**config.mk**
```make
export PLATFORM = sky130hd
export DESIGN_NAME = key_debounce_long_press_classifier
export DESIGN_NICKNAME = d
export VERILOG_FILES = /design/src/rtl/kdlp_pkg.sv /design/src/rtl/kdlp_fsm.sv /design/src/rtl/key_debounce_long_press_classifier.sv
export VERILOG_INCLUDE_DIRS = /design/src /design/src/rtl
export SDC_FILE = /design/constraint.sdc
export NUM_CORES = 1
export LEC_CHECK = 0
export BUFFER_PORTS_ARGS = -buffer_cell sky130_fd_sc_hd__clkbuf_2
export CORE_MARGIN = 8
export CORE_UTILIZATION = 33
export CTS_BUF_LIST = sky130_fd_sc_hd__clkbuf_8
export DETAILED_ROUTE_END_ITERATION = 16
export GPL_TIMING_DRIVEN = 0
export PLACE_DENSITY = 0.54
export SYNTH_ARGS = -nofsm -noshare
export SYNTH_HDL_FRONTEND = slang
export SYNTH_SLANG_ARGS = --single-unit
```
**constraint.sdc**
```tcl
create_clock -name clk -period 3.3 [get_ports clk]
set_input_delay 0.66 -clock clk [delete_from_list [all_inputs] [get_ports clk]]
set_output_delay 0.66 -clock clk [all_outputs]
set_load 0.1 [all_outputs]
```
**src/rtl/key_debounce_long_press_classifier_defines.svh**
```systemverilog
// Assertion macros of the key debounce and long-press classifier RTL, used by kdlp_fsm.
`ifndef KEY_DEBOUNCE_LONG_PRESS_CLASSIFIER_DEFINES_SVH
`define KEY_DEBOUNCE_LONG_PRESS_CLASSIFIER_DEFINES_SVH

// Same-cycle implication, sampled on clk and disabled during reset.
`define KDLP_ASSERT_NOW(lbl, ante, cons, msg) \
  lbl: assert property (@(posedge clk) disable iff (!rst_n) (ante) |-> (cons)) else $error(msg);

// Next-cycle implication, sampled on clk and disabled during reset.
`define KDLP_ASSERT_NEXT(lbl, ante, cons, msg) \
  lbl: assert property (@(posedge clk) disable iff (!rst_n) (ante) |=> (cons)) else $error(msg);

`endif

```
**src/rtl/kdlp_pkg.sv**
```systemverilog
// Types and constants of the key debounce and long-press classifier.
package kdlp_pkg;

  typedef enum logic [4:0] {
    PH_IDLE     = 5'b00001,
    PH_DEBOUNCE = 5'b00010,
    PH_DIR_HOLD = 5'b00100,
    PH_TOP_TIME = 5'b01000,
    PH_TOP_HOLD = 5'b10000
  } phase_t;

  typedef struct packed {
    logic [7:0] debounce_ticks;
    logic [9:0] unit_ticks;
    logic [3:0] limit_units;
    logic [3:0] short_max_units;
  } cfg_t;

  // Configuration register indexes.
  localparam logic [1:0] REG_DEBOUNCE_TICKS  = 2'd0;
  localparam logic [1:0] REG_UNIT_TICKS      = 2'd1;
  localparam logic [1:0] REG_LIMIT_UNITS     = 2'd2;
  localparam logic [1:0] REG_SHORT_MAX_UNITS = 2'd3;

  // Reset values of the configuration registers.
  localparam logic [7:0] RST_DEBOUNCE_TICKS  = 8'd30;
  localparam logic [9:0] RST_UNIT_TICKS      = 10'd100;
  localparam logic [3:0] RST_LIMIT_UNITS     = 4'd12;
  localparam logic [3:0] RST_SHORT_MAX_UNITS = 4'd5;

  // Bit positions of the keys in the pressed-key vector.
  localparam logic [2:0] BIT_LEFT  = 3'd0;
  localparam logic [2:0] BIT_UP    = 3'd1;
  localparam logic [2:0] BIT_RIGHT = 3'd2;
  localparam logic [2:0] BIT_DOWN  = 3'd3;
  localparam logic [2:0] BIT_LTOP  = 3'd4;
  localparam logic [2:0] BIT_RTOP  = 3'd5;

  // Event codes.
  localparam logic [2:0] EV_LEFT      = 3'd0;
  localparam logic [2:0] EV_RIGHT     = 3'd1;
  localparam logic [2:0] EV_UP        = 3'd2;
  localparam logic [2:0] EV_DOWN      = 3'd3;
  localparam logic [2:0] EV_LTOP      = 3'd4;
  localparam logic [2:0] EV_LTOP_LONG = 3'd5;
  localparam logic [2:0] EV_RTOP      = 3'd6;
  localparam logic [2:0] EV_RTOP_LONG = 3'd7;

  localparam logic [9:0] TICK_MAX = 10'h3FF;

endpackage

```
**src/rtl/kdlp_fsm.sv**
```systemverilog
// Debounce, key selection and hold-timing state machine, one tick per step.
`include "key_debounce_long_press_classifier_defines.svh"

module kdlp_fsm (
  input  logic              clk,
  input  logic              rst_n,
  input  logic              step,
  input  logic [5:0]        pressed_keys,
  input  kdlp_pkg::cfg_t    cfg,
  output logic              emit,
  output logic [2:0]        key_event
);
  import kdlp_pkg::*;

  typedef struct packed {
    phase_t     phase;
    logic [3:0] unit_count;
    logic [9:0] tick_count;
    logic       emit;
    logic [2:0] ev;
  } sample_t;

  phase_t     phase_r, phase_nxt;
  logic [9:0] tick_count_r, tick_count_nxt;
  logic [3:0] unit_count_r, unit_count_nxt;
  logic [2:0] held_key_r, held_key_nxt;
  logic       down;
  logic [9:0] tick_inc;
  sample_t    smp;

  // Unit boundary of a top key: keep timing, report, or wait for release.
  function automatic sample_t top_sample(input logic down_i, input logic [3:0] units,
                                         input logic [9:0] ticks, input logic [2:0] key,
                                         input cfg_t c);
    sample_t s;
    s.phase      = PH_IDLE;
    s.unit_count = units;
    s.tick_count = ticks;
    s.emit       = 1'b0;
    s.ev         = EV_LEFT;
    if (down_i && (units < c.limit_units)) begin
      s.unit_count = units + 4'd1;
      s.tick_count = '0;
      s.phase      = PH_TOP_TIME;
    end else if (units <= c.short_max_units) begin
      s.emit = 1'b1;
      s.ev   = (key == BIT_LTOP) ? EV_LTOP : EV_RTOP;
    end else if (!down_i) begin
      s.emit = 1'b1;
      s.ev   = (key == BIT_LTOP) ? EV_LTOP_LONG : EV_RTOP_LONG;
    end else begin
      s.phase = PH_TOP_HOLD;
    end
    return s;
  endfunction

  assign down     = pressed_keys[held_key_r];
  assign tick_inc = (tick_count_r == TICK_MAX) ? tick_count_r : tick_count_r + 10'd1;

  always_comb begin
    phase_nxt      = phase_r;
    tick_count_nxt = tick_count_r;
    unit_count_nxt = unit_count_r;
    held_key_nxt   = held_key_r;
    emit           = 1'b0;
    key_event      = EV_LEFT;
    smp            = '0;
    case (phase_r)
      PH_IDLE: begin
        if (pressed_keys != '0) begin
          phase_nxt      = PH_DEBOUNCE;
          tick_count_nxt = '0;
        end
      end
      PH_DEBOUNCE: begin
        tick_count_nxt = tick_inc;
        if (tick_inc >= {2'b00, cfg.debounce_ticks}) begin
          tick_count_nxt = '0;
          if (pressed_keys[BIT_LEFT]) begin
            held_key_nxt = BIT_LEFT;
            phase_nxt    = PH_DIR_HOLD;
          end else if (pressed_keys[BIT_RIGHT]) begin
            held_key_nxt = BIT_RIGHT;
            phase_nxt    = PH_DIR_HOLD;
          end else if (pressed_keys[BIT_UP]) begin
            held_key_nxt = BIT_UP;
            phase_nxt    = PH_DIR_HOLD;
          end else if (pressed_keys[BIT_DOWN]) begin
            held_key_nxt = BIT_DOWN;
            phase_nxt    = PH_DIR_HOLD;
          end else if (pressed_keys[BIT_LTOP] || pressed_keys[BIT_RTOP]) begin
            held_key_nxt   = pressed_keys[BIT_LTOP] ? BIT_LTOP : BIT_RTOP;
            smp            = top_sample(1'b1, 4'd0, '0, held_key_nxt, cfg);
            phase_nxt      = smp.phase;
            unit_count_nxt = smp.unit_count;
            tick_count_nxt = smp.tick_count;
            emit           = smp.emit;
            key_event      = smp.ev;
          end else begin
            phase_nxt = PH_IDLE;
          end
        end
      end
      PH_DIR_HOLD: begin
        if (!down) begin
          emit      = 1'b1;
          phase_nxt = PH_IDLE;
          case (held_key_r)
            BIT_UP:    key_event = EV_UP;
            BIT_RIGHT: key_event = EV_RIGHT;
            BIT_DOWN:  key_event = EV_DOWN;
            default:   key_event = EV_LEFT;
          endcase
        end
      end
      PH_TOP_TIME: begin
        tick_count_nxt = tick_inc;
        if (tick_inc >= cfg.unit_ticks) begin
          smp            = top_sample(down, unit_count_r, tick_inc, held_key_r, cfg);
          phase_nxt      = smp.phase;
          unit_count_nxt = smp.unit_count;
          tick_count_nxt = smp.tick_count;
          emit           = smp.emit;
          key_event      = smp.ev;
        end
      end
      PH_TOP_HOLD: begin
        if (!down) begin
          emit      = 1'b1;
          phase_nxt = PH_IDLE;
          key_event = (held_key_r == BIT_LTOP) ? EV_LTOP_LONG : EV_RTOP_LONG;
        end
      end
      default: begin
        phase_nxt = PH_IDLE;
      end
    endcase
  end

  always_ff @(posedge clk) begin
    if (!rst_n) begin
      phase_r      <= PH_IDLE;
      tick_count_r <= '0;
      unit_count_r <= '0;
      held_key_r   <= BIT_LEFT;
    end else if (step) begin
      phase_r      <= phase_nxt;
      tick_count_r <= tick_count_nxt;
      unit_count_r <= unit_count_nxt;
      held_key_r   <= held_key_nxt;
    end
  end

  `KDLP_ASSERT_NOW(a_idle_no_event, step && (phase_r == PH_IDLE), !emit,
                   "event reported from idle")
  `KDLP_ASSERT_NEXT(a_event_ends_in_idle, step && emit, phase_r == PH_IDLE,
                    "event did not return to idle")
  `KDLP_ASSERT_NEXT(a_press_starts_debounce,
                    step && (phase_r == PH_IDLE) && (pressed_keys != '0),
                    (phase_r == PH_DEBOUNCE) && (tick_count_r == '0),
                    "press did not start debounce")

endmodule

```
**src/rtl/key_debounce_long_press_classifier.sv**
```systemverilog
// Top level of the key debounce and long-press classifier.
//
//   channel  direction  signals                      transaction
//   in       input      in_valid/in_ready            one tick of six key levels
//   out      output     out_valid/out_ready          one key event code
//   cfg      input      cfg_we/cfg_index/cfg_wdata   one register write
//
// A new tick may follow in every cycle while no event waits on a low out_ready.
// The state update and event decode sit between the state registers and the
// output register, so an event appears in the cycle after its tick is accepted.
// A pending event stalls input only while out_ready is low.
// Synchronous active-low reset returns the machine to idle with the default
// timing registers and an empty output register.
module key_debounce_long_press_classifier (
  input  logic       clk,
  input  logic       rst_n,
  input  logic       in_valid,
  output logic       in_ready,
  input  logic [5:0] in_pressed_keys,
  output logic       out_valid,
  input  logic       out_ready,
  output logic [2:0] out_key_event,
  input  logic       cfg_we,
  input  logic [1:0] cfg_index,
  input  logic [9:0] cfg_wdata
);
  import kdlp_pkg::*;

  cfg_t       cfg_r;
  logic       out_valid_r;
  logic [2:0] out_key_event_r;
  logic       in_fire;
  logic       emit;
  logic [2:0] key_event;

  assign in_ready      = !out_valid_r || out_ready;
  assign in_fire       = in_valid && in_ready;
  assign out_valid     = out_valid_r;
  assign out_key_event = out_key_event_r;

  always_ff @(posedge clk) begin
    if (!rst_n) begin
      cfg_r.debounce_ticks  <= RST_DEBOUNCE_TICKS;
      cfg_r.unit_ticks      <= RST_UNIT_TICKS;
      cfg_r.limit_units     <= RST_LIMIT_UNITS;
      cfg_r.short_max_units <= RST_SHORT_MAX_UNITS;
    end else if (cfg_we) begin
      case (cfg_index)
        REG_DEBOUNCE_TICKS:  cfg_r.debounce_ticks  <= cfg_wdata[7:0];
        REG_UNIT_TICKS:      cfg_r.unit_ticks      <= cfg_wdata;
        REG_LIMIT_UNITS:     cfg_r.limit_units     <= cfg_wdata[3:0];
        REG_SHORT_MAX_UNITS: cfg_r.short_max_units <= cfg_wdata[3:0];
        default:             cfg_r                 <= cfg_r;
      endcase
    end
  end

  kdlp_fsm u_fsm (
    .clk          (clk),
    .rst_n        (rst_n),
    .step         (in_fire),
    .pressed_keys (in_pressed_keys),
    .cfg          (cfg_r),
    .emit         (emit),
    .key_event    (key_event)
  );

  // An accepted tick replaces the output; the old event has left when it does.
  always_ff @(posedge clk) begin
    if (!rst_n) begin
      out_valid_r <= 1'b0;
    end else if (in_fire) begin
      out_valid_r <= emit;
    end else if (out_ready) begin
      out_valid_r <= 1'b0;
    end
  end

  always_ff @(posedge clk) begin
    if (in_fire && emit) begin
      out_key_event_r <= key_event;
    end
  end

endmodule
```
==> impl_metrics.tcl, run 1 <==
set metrics [dict create \
    fmax_mhz 307 \
    wire_per_inst_um 14.8 \
    dp_cells 531 \
    power.leakage_uw 0.00169 \
    num_antenna_cells 0 \
    setup_viol 0 \
    crit_arrival_ns 3.50 \
    fin_skew_ns 0.0113 \
    synthToLayoutAreaGrowth_pct 27.6 \
    drc 0 \
    syn_area_mm2 0.00315 \
    drt_iter0_markers 102 \
    synth_seq_area_share_pct 34.0 \
    drive_gt1_share_pct 24.2 \
    vias_per_cell 5.08 \
    synth_area_per_cell_um2 8.37 \
    seqCellArea_mm2 0.00108 \
    ys_top_cells_by_area "dfxtp_1 31%, ha_1 11%, nand2_1 6.1%, inv_1 4.5%, mux2i_1 3.5%" \
    clockRootBuffer "clkbuf_8" \
    synth-seq-cells 52 \
    power_report.internal_total_uw 888 \
    postLayoutCoreUtil_pct 43.5 \
    synth_top_cell_by_area "dfxtp_1" \
    tightest_slew_ns 1.01 \
    status "completed" \
    boundaryPins 28 \
    rows 35 \
    cts_buffers 5 \
    ys_types 54 \
    ys.flop_type "dfxtp_1" \
    die-height_um 114 \
    peakVddDrop_mv 0.198 \
    grt_max_degree 16 \
    synth_cells 376 \
    antenna_found_initial 0 \
    hold_ws_ns 0.470 \
    core_area_mm2 0.00924 \
    synthArstFlopShare_pct 0 \
    grt_pass1_vias 2732 \
    p_sw_share_pct 26.3 \
    synth_fp_nets 426 \
    placed_area_mm2 0.00345 \
    synth_edf_count 3 \
    drv_slew 0 \
    wirelength_um 8290 \
    cp.required_ns 3.55 \
    ant_nets 0 \
    rsz0062_at_grt "yes" \
    share_comb_of_total_power_pct 13.4 \
    hold_viol 0 \
    power.switching_uw 317 \
    crit_path_end_kind "flip-flop" \
    hp-class "reg -> reg" \
    netlist.area_leader.share_pct 31.2 \
    power_uw 1200 \
    grt_pass1_wl_um 13400 \
    min_period_over_period_pct 98.6 \
    postCtsHoldBufs 0 \
    clock_latency_ns 0.31 \
    floorplan.initialDensity_pct 34.1 \
    cts.path.max_buffers 2 \
    num-fill-cells 907 \
    worstPathMaxFanout 6 \
    fin_crit_ns 3.25 \
    powerDensity_mw_per_mm2 300 \
    path_class "reg -> reg" \
    cts.clk_slew.worst_paths_ns 0.10 \
    dieArea_mm2 0.0129 \
    yosysWarnings 0 \
    portBuffers 26 \
    cp-start-kind "flip-flop" \
    multi_input_area_mm2 0.00215 \
    max_cap_violations 0 \
    final_cells 562 \
    h-tree-depth 2 \
    power_frac_seq_pct 54.7 \
    place.gp.congestion 0.762 \
    fin_area_mm2 0.00402 \
    p_clk_share_pct 31.9 \
    dr.pass1.iters 4 \
    globalRouteOverflowTotal 0 \
    grt_usage_pct 12.9 \
    die_x_um 114 \
    clkSinkCount 52 \
    slew_headroom_pct 32.8 \
    dpl.hpwl_um 6030 \
    num_vias 2854 \
    cts_tree "yes" \
    nNetsFinal 482 \
]
[flip-flops by register name, indices dropped and copies added (netlist names)]
register	cells
cfg_r	26
u_fsm.tick_count_r	10
u_fsm.phase_r	5
u_fsm.unit_count_r	4
out_key_event	3
u_fsm.held_key_r	3
out_valid	1
[routing by layer]
metal	track usage (%)	up-vias	share of wire [%]
li1	-	1453	-
met1	15.0	1348	44
met2	23.5	45	52
met3	1.85	8	2.3
met4	4.09	0	1.2
met5	0	-	0
[layout by cell type (no fill, tap or decap), types with 6 or more instances in the layout]
master    instances
nand3_1           8
dfxtp_2           6
dfxtp_1          43
nand2_1          51
nand4_1           6
a21boi_0         10
a32o_1            7
nor2_1           15
nor2b_1          11
ha_1             21
a21oi_1          15
o21ai_0           9
clkbuf_1          9
clkbuf_2         26
inv_1            37
o21ai_1           6
buf_4            19
clkbuf_8          6
o211ai_1         10
mux2i_1          10
[final timing paths]
check	depth (start not counted)	to	slack (ns)	start
hold / removal	2	cfg_r[11]	0.47	cfg_r[11]
setup / recovery	15	u_fsm.phase_r[4]	0.05	u_fsm.tick_count_r[0]
setup reg to reg	15	u_fsm.phase_r[4]	0.05	u_fsm.tick_count_r[0]
hold reg to reg	2	cfg_r[11]	0.47	cfg_r[11]
[metrics by stage]
| step | worst slack, ns | TNS, ns |
|---|---|---|
| final | 0.0469 | 0 |
| after floorplan | 0.0538 | 0 |
| after global routing | -0.113 | -1.46 |
| after global placement | -0.665 | -14.04 |
| after detailed placement | -0.681 | -13.79 |
| after CTS | -0.00346 | -0.00346 |
[Yosys cell counts (3+ instances only)]
cell type	count
nand2_1	51
a31oi_1	4
inv_1	38
a21oi_1	17
nor2b_1	12
nor2_1	17
nor4_1	4
ha_1	27
nand3b_1	3
nand3_1	11
nand4_1	6
or3_1	6
a21boi_0	11
dfxtp_1	49
a32o_1	7
nor3b_1	4
nor3_1	5
o22ai_1	3
o211ai_1	10
o21ai_0	15
nand2b_1	5
xnor2_1	4
xor2_1	3
clkbuf_1	10
edfxtp_1	3
and3_1	4
mux2i_1	11
[cells by family after synthesis]
kind of cell / count (synthesis) / share of synthesized area [%]
AND/OR/NAND/NOR: 137 / 22.0
AO/OA/AOI/OAI: 90 / 20.7
flip-flops: 52 / 34.0
buffers and inverters: 50 / 6.08
adder cells (fa/ha/maj): 27 / 10.7
multiplexers: 13 / 4.57
XOR/XNOR: 7 / 1.95
[area by class of cell]
| class | instances | share of cell area (%) |
|---|---|---|
| Buffer | 11 | 1.21 |
| Clock buffer | 6 | 2.06 |
| Clock inverter | 2 | 0.249 |
| Inverter | 38 | 3.61 |
| Multi-Input combinational cell | 274 | 53.6 |
| Sequential cell | 52 | 26.9 |
| Tap cell | 129 | 4.02 |
| Timing Repair Buffer | 50 | 8.41 |
[power groups by stage]
| stage | combinational, uW | sequential, uW | clock [uW] |
|---|---|---|---|
| after floorplan | 89.3 | 671 | 0 |
| after global placement | 133 | 673 | 0 |
| after detailed placement | 136 | 673 | 0 |
| after CTS | 146 | 659 | 397 |
| after global routing | 179 | 662 | 423 |
| final | 161 | 659 | 384 |
[repair_timing]
action                                  in CTS  in global routing
cloned                                       0                  0
resized for setup                           29                 32
pin swaps                                   17                 19
endpoints found under the setup margin      29                 27
buffers inserted                            17                  8
[critical path, cell delays in order, from the launching register on]
cell and delay [ns]:
dfxtp_2 0.35, ha_4 0.16, nand4_1 0.11, or3_4 0.20
inv_4 0.06, nor3_4 0.24, nand3_2 0.16, xnor2_4 0.19
ha_4 0.30, inv_1 0.05, o221ai_2 0.19, a21oi_2 0.09
nand4_1 0.23, o2111ai_4 0.21, or4b_1 0.51, a21boi_1 0.15
Note: power is estimated with default switching activity, not from simulation.
==> inputs of run 2 (changes only) <==
--- a/config.mk
+++ b/config.mk
@@ -7,6 +7,7 @@
 export NUM_CORES = 1
 export LEC_CHECK = 0
 export BUFFER_PORTS_ARGS = -buffer_cell sky130_fd_sc_hd__clkbuf_2
+export CORE_ASPECT_RATIO = 1.2
 export CORE_MARGIN = 8
 export CORE_UTILIZATION = 33
 export CTS_BUF_LIST = sky130_fd_sc_hd__clkbuf_8
==> run 2 against run 1 <==
Via count fell by 0.21%; register-to-register slack improved by 0.03 ns; fmax increased by 1.0%; sequential cell count stayed put; critical endpoint unchanged; largest cell class unchanged.
==> impl_metrics.tcl, run 2 (synthesized netlist as in run 1, its figures left out) <==
set metrics [dict create \
    die_x_um 105 \
    largest_reg_flops 26 \
    critical-path-top-delay-family "simple AND/OR/NAND/NOR gates" \
    cts.clk_slew.worst_paths_ns 0.11 \
    path_depth 15 \
    grt_pass1_wl_um 13600 \
    final_common_cell "nand2_1" \
    worstPathMaxFanout 7 \
    largestRegisters "cfg_r x26, u_fsm.tick_count_r x10, u_fsm.phase_r x5" \
    globalRouteOverflowTotal 0 \
    antenna_found_initial 0 \
    boundaryPins 28 \
    path_cells "ha_4, nand4_1, or3_4, inv_4, buf_4, nor3b_2, xor2_1, ha_1, a21oi_2, o221ai_2, a21oi_2, nand4_1, o2111ai_4, or4b_1, a21boi_1" \
    grt_max_degree 16 \
    drive_gt1_share_pct 22.8 \
    final_cell_mix "50 x nand2_1, 44 x dfxtp_1, 38 x inv_1" \
    tightest_slew_ns 0.942 \
    min_period_over_period_pct 97.6 \
    core_area_mm2 0.00942 \
    place.gp.congestion 0.788 \
    cp.required_ns 3.56 \
    cts_tree "yes" \
    rr_worst_depth 15 \
    fin_crit_ns 3.22 \
    r2r_setup_slack_ns 0.08 \
    power.switching_uw 315 \
    num_vias 2848 \
    vias_per_cell 5.19 \
    hp-class "reg -> reg" \
    path_class "reg -> reg" \
    num-fill-cells 937 \
    floorplan.initialDensity_pct 33.4 \
    nNetsFinal 476 \
    power_report.internal_total_uw 934 \
    portBuffers 26 \
    setup_tns_ns 0 \
    wire_per_inst_um 15.0 \
    drt_iter0_markers 117 \
    max_cap_violations 0 \
    fin_skew_ns 0.0176 \
    cts.path.max_buffers 2 \
    rows 39 \
    p_sw_share_pct 25.2 \
    clkSinkCount 52 \
    clockRootBuffer "clkbuf_8" \
    critPathSlowestCell "or4b_1" \
    grt_pass1_vias 2847 \
    grt_usage_pct 12.9 \
    dr.pass1.iters 4 \
    powerDensity_mw_per_mm2 316 \
    power.leakage_uw 0.00167 \
    cts_buffers 5 \
    top_register "cfg_r" \
    cp_num_buf_inv 2 \
    fmax_mhz 311 \
    power_frac_seq_pct 52.7 \
    clock_latency_ns 0.32 \
    min_path_cells 2 \
    peakVddDrop_mv 0.177 \
    wirelength_um 8230 \
    dieArea_mm2 0.0129 \
    drv_slew 0 \
    cp-start-kind "flip-flop" \
    dpl.hpwl_um 6030 \
    postLayoutCoreUtil_pct 41.9 \
    crit_arrival_ns 3.48 \
    p_clk_share_pct 34.7 \
    die-height_um 123 \
    ant_nets 0 \
    critPathMaxStageDelay_ns 0.50 \
    hold_viol 0 \
    setup_viol 0 \
    h-tree-depth 2 \
    drc 0 \
    synthToLayoutAreaGrowth_pct 25.4 \
    postCtsHoldBufs 0 \
    crit_path_end_kind "flip-flop" \
    num_antenna_cells 0 \
    rsz0062_at_grt "yes" \
    share_comb_of_total_power_pct 12.7 \
    slew_headroom_pct 37.1 \
    status "completed" \
]
-- run 2: cell count changes in the layout (fill, tap and decap cells not counted), sizes merged --
cell	before	now
buf	26	20
clkinv	2	0
clkbuf	41	40
inv	38	39
bufinv	0	1
-- run 2: final cells by class --
| cell class | count | area [um^2] | share of cell area (%) |
|---|---|---|---|
| Tap cell | 123 | 154 | 3.90 |
| Timing Repair Buffer | 44 | 285 | 7.22 |
| Clock buffer | 5 | 68.8 | 1.74 |
| Sequential cell | 52 | 1080 | 27.3 |
| Clock inverter | 2 | 33.8 | 0.856 |
| Multi-Input combinational cell | 274 | 2130 | 54.0 |
| Buffer | 11 | 48.8 | 1.24 |
| Inverter | 38 | 145 | 3.68 |
-- run 2: path summary, 6_finish.rpt --
kind	from	end
max	u_fsm.tick_count_r[1]	u_fsm.phase_r[4]
min	cfg_r[15]	cfg_r[15]
max reg2reg	u_fsm.tick_count_r[1]	u_fsm.phase_r[4]
min reg2reg	cfg_r[15]	cfg_r[15]
-- run 2: power by group through the flow --
stage | clock (uW) | combinational (uW) | sequential [uW]
finish | 433 | 158 | 658
global route | 473 | 176 | 661
CTS | 445 | 147 | 658
detailed placement | 0 | 136 | 673
global placement | 0 | 134 | 673
floorplan | 0 | 89.3 | 671
-- run 2: layer usage --
layer  wire [um]  share of wire, %  track usage, %
met4         133               1.6            5.09
met1        3570                43            14.3
met3         121               1.5            1.67
met5           0                 0               0
met2        4410                54            24.3
-- run 2: per-stage QoR --
step | total power [uW] | instance area [um^2] | instances | setup slack (ns) | hold slack [ns]
finish | 1250 | 3950 | 549 | 0.0804 | 0.468
global placement | 807 | 3440 | 525 | -0.674 | 0.455
floorplan | 760 | 3150 | 376 | 0.0538 | 0.443
detailed placement | 810 | 3440 | 525 | -0.726 | 0.461
CTS | 1250 | 3780 | 543 | -0.000995 | 0.475
global route | 1310 | 3950 | 549 | -0.120 | 0.494
-- run 2: worst min-delay path, cell delays in order (launching register included) --
cell and delay, ns:
dfxtp_1 0.32, nand2_1 0.05, a21boi_0 0.06
-- run 2: repair_timing --
| item | 4_1_cts | 5_1_grt |
|---|---|---|
| hold endpoints to repair | 0 | 0 |
| setup endpoints to repair | 29 | 27 |
| pin swaps | 15 | 10 |
| resized for setup | 32 | 25 |
| setup buffers | 12 | 7 |
